===== config.mk =====
export PLATFORM = sky130hd
export DESIGN_NAME = pa_dist
export DESIGN_NICKNAME = d
export VERILOG_FILES = /design/src/sv/pa_pkg.sv /design/src/sv/pa_lane.sv /design/src/sv/pa_dist.sv
export SDC_FILE = /design/constraint.sdc
export NUM_CORES = 2
export LEC_CHECK = 0
export ABC_CLOCK_PERIOD_IN_PS = 9700
export BUFFER_PORTS_ARGS = -buffer_cell sky130_fd_sc_hd__buf_4
export CAP_MARGIN = 5
export CORE_MARGIN = 5
export CORE_UTILIZATION = 60
export DETAILED_ROUTE_END_ITERATION = 8
export HOLD_SLACK_MARGIN = 0.1
export PLACE_DENSITY_LB_ADDON = 0.15
export SKIP_LAST_GASP = 1
export SYNTH_ARGS = -nofsm -noshare
export SYNTH_HDL_FRONTEND = slang
export SYNTH_SLANG_ARGS = --single-unit

===== constraint.sdc =====
create_clock -name i_clk -period 9.7 [get_ports i_clk]
set_clock_uncertainty 0.1 [all_clocks]
set_input_delay 1.94 -clock i_clk [delete_from_list [all_inputs] [get_ports i_clk]]
set_output_delay 1.94 -clock i_clk [all_outputs]
set_load 0.02 [all_outputs]

===== src/sv/pa_pkg.sv =====
// Package for the Pareto archive insert core: widths, codes and shared types.
// No dependencies; imported by pa_lane, pa_dist and the core, not by pa_ram.
`default_nettype none
package pa_pkg;

    localparam int OBJ_W     = 32;   // signed Q16.16 objective
    localparam int TAG_W     = 16;
    localparam int DIV_W     = 31;   // stored maxima are never negative
    localparam int RATIO_W   = 16;   // unsigned Q8.8 ratio
    localparam int TERM_W    = 2 * RATIO_W;
    localparam int DIST_W    = 36;
    localparam int DIV_STEPS = 2;    // quotient bits per cycle
    localparam int DIV_CYC   = RATIO_W / DIV_STEPS;
    localparam int CNT_W     = $clog2(DIV_CYC);

    localparam logic [DIST_W-1:0] DIST_INF = {DIST_W{1'b1}};

    localparam int OUTCOME_W = 3;
    localparam int SLOT_W    = 6;
    localparam int OCC_W     = 7;
    localparam int NOBJ_W    = 3;
    localparam int CAP_W     = 7;

    localparam logic CFG_OBJECTIVES = 1'b0;
    localparam logic CFG_CAPACITY   = 1'b1;

    typedef enum logic [OUTCOME_W-1:0] {
        OC_REPLACED_DOM   = 3'd0,
        OC_REJECTED_DOM   = 3'd1,
        OC_APPENDED       = 3'd2,
        OC_REPLACED_CROWD = 3'd3,
        OC_REJECTED_CROWD = 3'd4,
        OC_MAXIMA         = 3'd5
    } t_outcome;

    // lane result toward the merging stage
    typedef struct packed {
        logic              done;
        logic [TERM_W-1:0] term;
    } t_lane_res;

endpackage
`default_nettype wire


===== src/sv/pa_lane.sv =====
// One objective lane: |a-b|*256/div saturated to 16 bits, then squared.
// Uses pa_pkg. Radix-4 restoring divider, fixed latency.
`default_nettype none
module pa_lane (
    input  wire logic                      i_clk,
    input  wire logic                      i_rst_n,
    input  wire logic                      i_start,
    input  wire logic                      i_en,
    input  wire logic [pa_pkg::OBJ_W-1:0]  i_a,
    input  wire logic [pa_pkg::OBJ_W-1:0]  i_b,
    input  wire logic [pa_pkg::DIV_W-1:0]  i_div,
    output pa_pkg::t_lane_res              o_res
);
    import pa_pkg::*;

    logic [OBJ_W:0]       diff;
    logic [OBJ_W:0]       ad;
    logic                 sat;
    logic                 r_busy, r_sq, r_done, r_sat, r_en;
    logic [CNT_W-1:0]     r_cnt;
    logic [DIV_W-1:0]     r_rem, r_div, n_rem;
    logic [RATIO_W-1:0]   r_low, r_q, n_low, n_q, ratio;
    logic [TERM_W-1:0]    r_term;
    logic [DIV_W:0]       t;

    always_comb begin
        diff = {i_a[OBJ_W-1], i_a} - {i_b[OBJ_W-1], i_b};
        ad   = diff[OBJ_W] ? (~diff + 1'b1) : diff;
        sat  = {6'd0, ad} >= {i_div, 8'd0};
    end

    always_comb begin
        n_rem = r_rem;
        n_low = r_low;
        n_q   = r_q;
        t     = '0;
        for (int s = 0; s < DIV_STEPS; s++) begin
            t     = {n_rem, n_low[RATIO_W-1]};
            n_low = {n_low[RATIO_W-2:0], 1'b0};
            if (t >= {1'b0, r_div}) begin
                n_rem = DIV_W'(t - {1'b0, r_div});
                n_q   = {n_q[RATIO_W-2:0], 1'b1};
            end else begin
                n_rem = t[DIV_W-1:0];
                n_q   = {n_q[RATIO_W-2:0], 1'b0};
            end
        end
        ratio = r_sat ? {RATIO_W{1'b1}} : r_q;
    end

    always_ff @(posedge i_clk) begin
        if (!i_rst_n) begin
            r_busy <= 1'b0;
            r_sq   <= 1'b0;
            r_done <= 1'b0;
        end else begin
            r_done <= 1'b0;
            if (i_start) begin
                r_busy <= 1'b1;
                r_cnt  <= '0;
                r_sat  <= sat;
                r_en   <= i_en;
                r_div  <= i_div;
                r_rem  <= DIV_W'(ad[OBJ_W:8]);
                r_low  <= {ad[7:0], 8'd0};
                r_q    <= '0;
            end else if (r_busy) begin
                r_rem <= n_rem;
                r_low <= n_low;
                r_q   <= n_q;
                r_cnt <= r_cnt + 1'b1;
                if (r_cnt == CNT_W'(DIV_CYC - 1)) begin
                    r_busy <= 1'b0;
                    r_sq   <= 1'b1;
                end
            end else if (r_sq) begin
                r_sq   <= 1'b0;
                r_done <= 1'b1;
                r_term <= r_en ? ratio * ratio : '0;
            end
        end
    end

    assign o_res.done = r_done;
    assign o_res.term = r_term;
endmodule
`default_nettype wire


===== src/sv/pa_dist.sv =====
// Normalized squared distance: objective lanes side by side, summed in a merge stage.
// Uses pa_pkg and pa_lane.
`default_nettype none
module pa_dist #(
    parameter int MAX_OBJECTIVES = 4
) (
    input  wire logic                                      i_clk,
    input  wire logic                                      i_rst_n,
    input  wire logic                                      i_start,
    input  wire logic [MAX_OBJECTIVES-1:0]                 i_en,
    input  wire logic [MAX_OBJECTIVES*pa_pkg::OBJ_W-1:0]   i_a,
    input  wire logic [MAX_OBJECTIVES*pa_pkg::OBJ_W-1:0]   i_b,
    input  wire logic [MAX_OBJECTIVES*pa_pkg::DIV_W-1:0]   i_div,
    output logic                                           o_done,
    output logic      [pa_pkg::DIST_W-1:0]                 o_dist
);
    import pa_pkg::*;

    t_lane_res         lane_res [MAX_OBJECTIVES];
    logic [DIST_W-1:0] sum;

    for (genvar k = 0; k < MAX_OBJECTIVES; k++) begin : g_lane
        pa_lane u_lane (
            .i_clk   (i_clk),
            .i_rst_n (i_rst_n),
            .i_start (i_start),
            .i_en    (i_en[k]),
            .i_a     (i_a[k*OBJ_W +: OBJ_W]),
            .i_b     (i_b[k*OBJ_W +: OBJ_W]),
            .i_div   (i_div[k*DIV_W +: DIV_W]),
            .o_res   (lane_res[k])
        );
    end

    always_comb begin
        sum = '0;
        for (int k = 0; k < MAX_OBJECTIVES; k++) begin
            sum = sum + DIST_W'(lane_res[k].term);
        end
    end

    // all lanes share one latency
    always_ff @(posedge i_clk) begin
        if (!i_rst_n) begin
            o_done <= 1'b0;
        end else begin
            o_done <= lane_res[0].done;
        end
        o_dist <= sum;
    end
endmodule
`default_nettype wire


==> impl_metrics.yaml <==
status:
  status: "finished, final reports clean"
placed_design:
  place_ws_ns: 1.221
  place_hpwl_um: 171300
  port_buffers: 421
  postPlaceCellArea_mm2: 0.08309
  gp_congestion: 0.9601
  dp_cells: 10860
layout:
  final_nets: 11200
  final_common_cell: "inv_1"
  final_cells: 10980
  num-fill-cells: 10970
  drive_gt1_share_pct: 8.333
  final_cell_mix: "inv_1 (1421), ha_1 (910), nor2_1 (743)"
  syn_to_final_growth_pct: 8.863
  seq_area_mm2: 0.01553
  multi_input_area_mm2: 0.05641
  fin_area_mm2: 0.08508
worst_setup_path:
  r2r_cells: 23
  cp-startpoint: "g_lane[2].u_lane.r_sat"
  crit_required_ns: 10.02
  cp-endpoint: "g_lane[2].u_lane.r_term[31]"
  r2r-end: "g_lane[2].u_lane.r_term[31]"
  start_kind: "flop"
  arrival_ns: 8.88
  ff2ff_setup_slack_ns: 1.14
  critPathMaxFanout: 37
  worstReg2RegStart: "g_lane[2].u_lane.r_sat"
  crit_type: "reg2reg"
  end_kind: "flop"
grt:
  grt_pass1_vias: 65010
  grt_overflow_total: 0
  antenna_found_initial: 12
  grt_pass1_wl_um: 336000
  track_usage_pct: 29.87
  grt_max_degree: 74
clock_network:
  cts.repair.resized: 0
  clockBufferDepth: 3
  holdBufCountCts: 0
  htreeDepth: 2
  root_buffer: "clkbuf_16"
  cts.sinks: 532
  cts_tree: "done"
  numCtsBuffers: 60
  cts_setup_buffers: 0
  clock_latency_ns: 0.68
  path_clk_slew_ns: 0.06
drt:
  drc_errors: 0
  routedWlPerCell_um: 18.83
  ant_nets: 0
  dr.pass1.iters: 8
  drt-initial-drc-count: 4869
  totalWireLength_um: 206800
  dr_total_vias: 64370
  vias_per_cell: 5.862
synth:
  ys_warn_count: 0
  syn_area_mm2: 0.07815
  ys_async_sr_fraction_pct: 0
  synth_cell_types: 100
  syn_area_per_cell_um2: 8.811
  synthCells: 8870
  ys_seq_elements: 532
  yosysSeqAreaShare_pct: 19.88
  synth_ff_type: "edfxtp_1"
  synth_edf_count: 488
floorplanning:
  io_pins: 424
  die_h_um: 370.9
  start_util_pct: 60.36
  die_area_mm2: 0.1376
  rows: 132
  core_mm2: 0.1295
  die_w_um: 370.9
sta:
  report.final.slew_viol_count: 0
  min_period_ns: 8.564
  slew_headroom_pct: 22.32
  tightest_slew_ns: 1.136
  final_hold_viol_count: 0
  final.setup.tns_ns: 0
  rsz0062_at_grt: "false"
  fin_ws_ns: 1.136
  setup_viol: 0
  fmax_mhz: 116.8
  period_share_pct: 88.29
hold_path:
  holdCritPathClass: "reg2reg"
job:
  cap_violations: 0
==> critical path, cell delays in order (launching register included) <==
cell and delay, ns:
edfxtp_1 1.12, nor2_1 0.33, inv_1 0.34, nand2_1 0.13
fa_1 0.59, inv_1 0.07, fa_1 0.55, fa_1 0.43
fa_1 0.48, fa_1 0.52, inv_1 0.06, fa_1 0.48
inv_1 0.04, ha_1 0.31, a21oi_1 0.32, nand2_1 0.14
a211oi_1 0.23, a211oi_1 0.11, a21boi_0 0.51, a2111oi_0 0.25
or3_1 0.41, o311a_1 0.31, or3_1 0.33, and3_1 0.18
==> metal layers <==
layer / track usage, % / vias to the layer above / share of wire (%)
met5: 0 / - / 0.0063
met4: 7.608 / 2 / 2.6
met3: 3.782 / 302 / 6.5
met2: 50.09 / 2126 / 47
met1: 41.28 / 30980 / 44
li1: - / 30960 / -
==> worst min path at each step <==
| stage | start | end | slack [ns] | depth (start not counted) |
|---|---|---|---|---|
| 3_5_place_dp | g_lane[3].u_lane.r_sq | g_lane[3].u_lane.r_sq | 0.35 | 2 |
| 4_1_cts | g_lane[3].u_lane.r_sq | g_lane[3].u_lane.r_sq | 0.36 | 2 |
| 6_report | g_lane[3].u_lane.r_sq | g_lane[3].u_lane.r_sq | 0.36 | 2 |
| 3_3_place_gp | g_lane[2].u_lane.r_sq | g_lane[2].u_lane.r_sq | 0.34 | 2 |
| 5_1_grt | g_lane[3].u_lane.r_sq | g_lane[3].u_lane.r_sq | 0.38 | 2 |
| 2_1_floorplan | g_lane[0].u_lane.r_done | o_done | 0.31 | 1 |
==> state kept, by name, indices dropped and copies added (netlist names) <==
register,count
g_lane.u_lane.r_div,124
o_dist,34
g_lane.u_lane.r_cnt,12
g_lane.u_lane.r_rem,124
g_lane.u_lane.r_busy,4
g_lane.u_lane.r_q,64
g_lane.u_lane.r_done,1
o_done,1
g_lane.u_lane.r_sat,4
g_lane.u_lane.r_low,32
g_lane.u_lane.r_term,124
g_lane.u_lane.r_en,4
g_lane.u_lane.r_sq,4
==> Yosys cell counts (all sizes together) (23+ instances only) <==
cell,instances,area share [%]
o2111ai,23,0.27
buf,36,0.20
clkbuf,189,0.91
nand2b,64,0.51
mux2,89,1.3
mux2i,55,0.70
nand3,119,0.76
ha,910,15
and3,72,0.58
nor4,33,0.26
a21oi,641,4.1
a31oi,73,0.58
o21a,135,1.3
nand2,629,3.0
xnor2,364,4.1
nor3b,32,0.31
a211oi,78,0.76
a211o,26,0.29
dfxtp,44,1.1
fa,721,18
or2,51,0.41
nor3,140,0.90
clkinv,23,0.11
nor2b,133,1.1
or3,61,0.49
xor2,180,2.0
o31ai,51,0.50
and2,86,0.69
inv,1426,6.8
o41ai,24,0.29
o211ai,64,0.61
nand4,85,0.68
o21ai,344,2.2
a21o,243,2.3
nor2,744,3.6
a2111oi,25,0.30
o21bai,82,0.79
edfxtp,488,19
==> per-stage QoR <==
stage,util [%],hold slack (ns)
after floorplan,-,0.3118
after global placement,64.17,0.3399
after detailed placement,64.17,0.3483
after CTS,65.69,0.3649
after global routing,65.70,0.3823
final,65.71,0.3624
==> kinds of logic (layout without fill, tap and decap cells) <==
logic type | Yosys count | count (layout) | synth area share (%)
AND/OR/NAND/NOR | 2331 | 2331 | 14.18
AO/OA/AOI/OAI | 2013 | 2013 | 16.73
buffers and inverters | 1674 | 2029 | 8.072
adder cells (fa/ha/maj) | 1631 | 1631 | 33.04
XOR/XNOR | 544 | 544 | 6.106
flip-flops | 532 | 532 | 19.88
multiplexers | 144 | 144 | 1.987
other | 1 | 14 | 0.004798
==> cell type report <==
type | instances | share of cell area (%)
Clock buffer | 68 | 1.800
Sequential cell | 532 | 18.26
Tap cell | 1742 | 2.562
Inverter | 1449 | 6.396
Clock inverter | 42 | 0.5030
Multi-Input combinational cell | 6667 | 66.30
Timing Repair Buffer | 470 | 4.152
Antenna cell | 10 | 0.02941
Power is not shown: default switching activity piles up to over one toggle a cycle in this logic, so the estimate is an artifact.
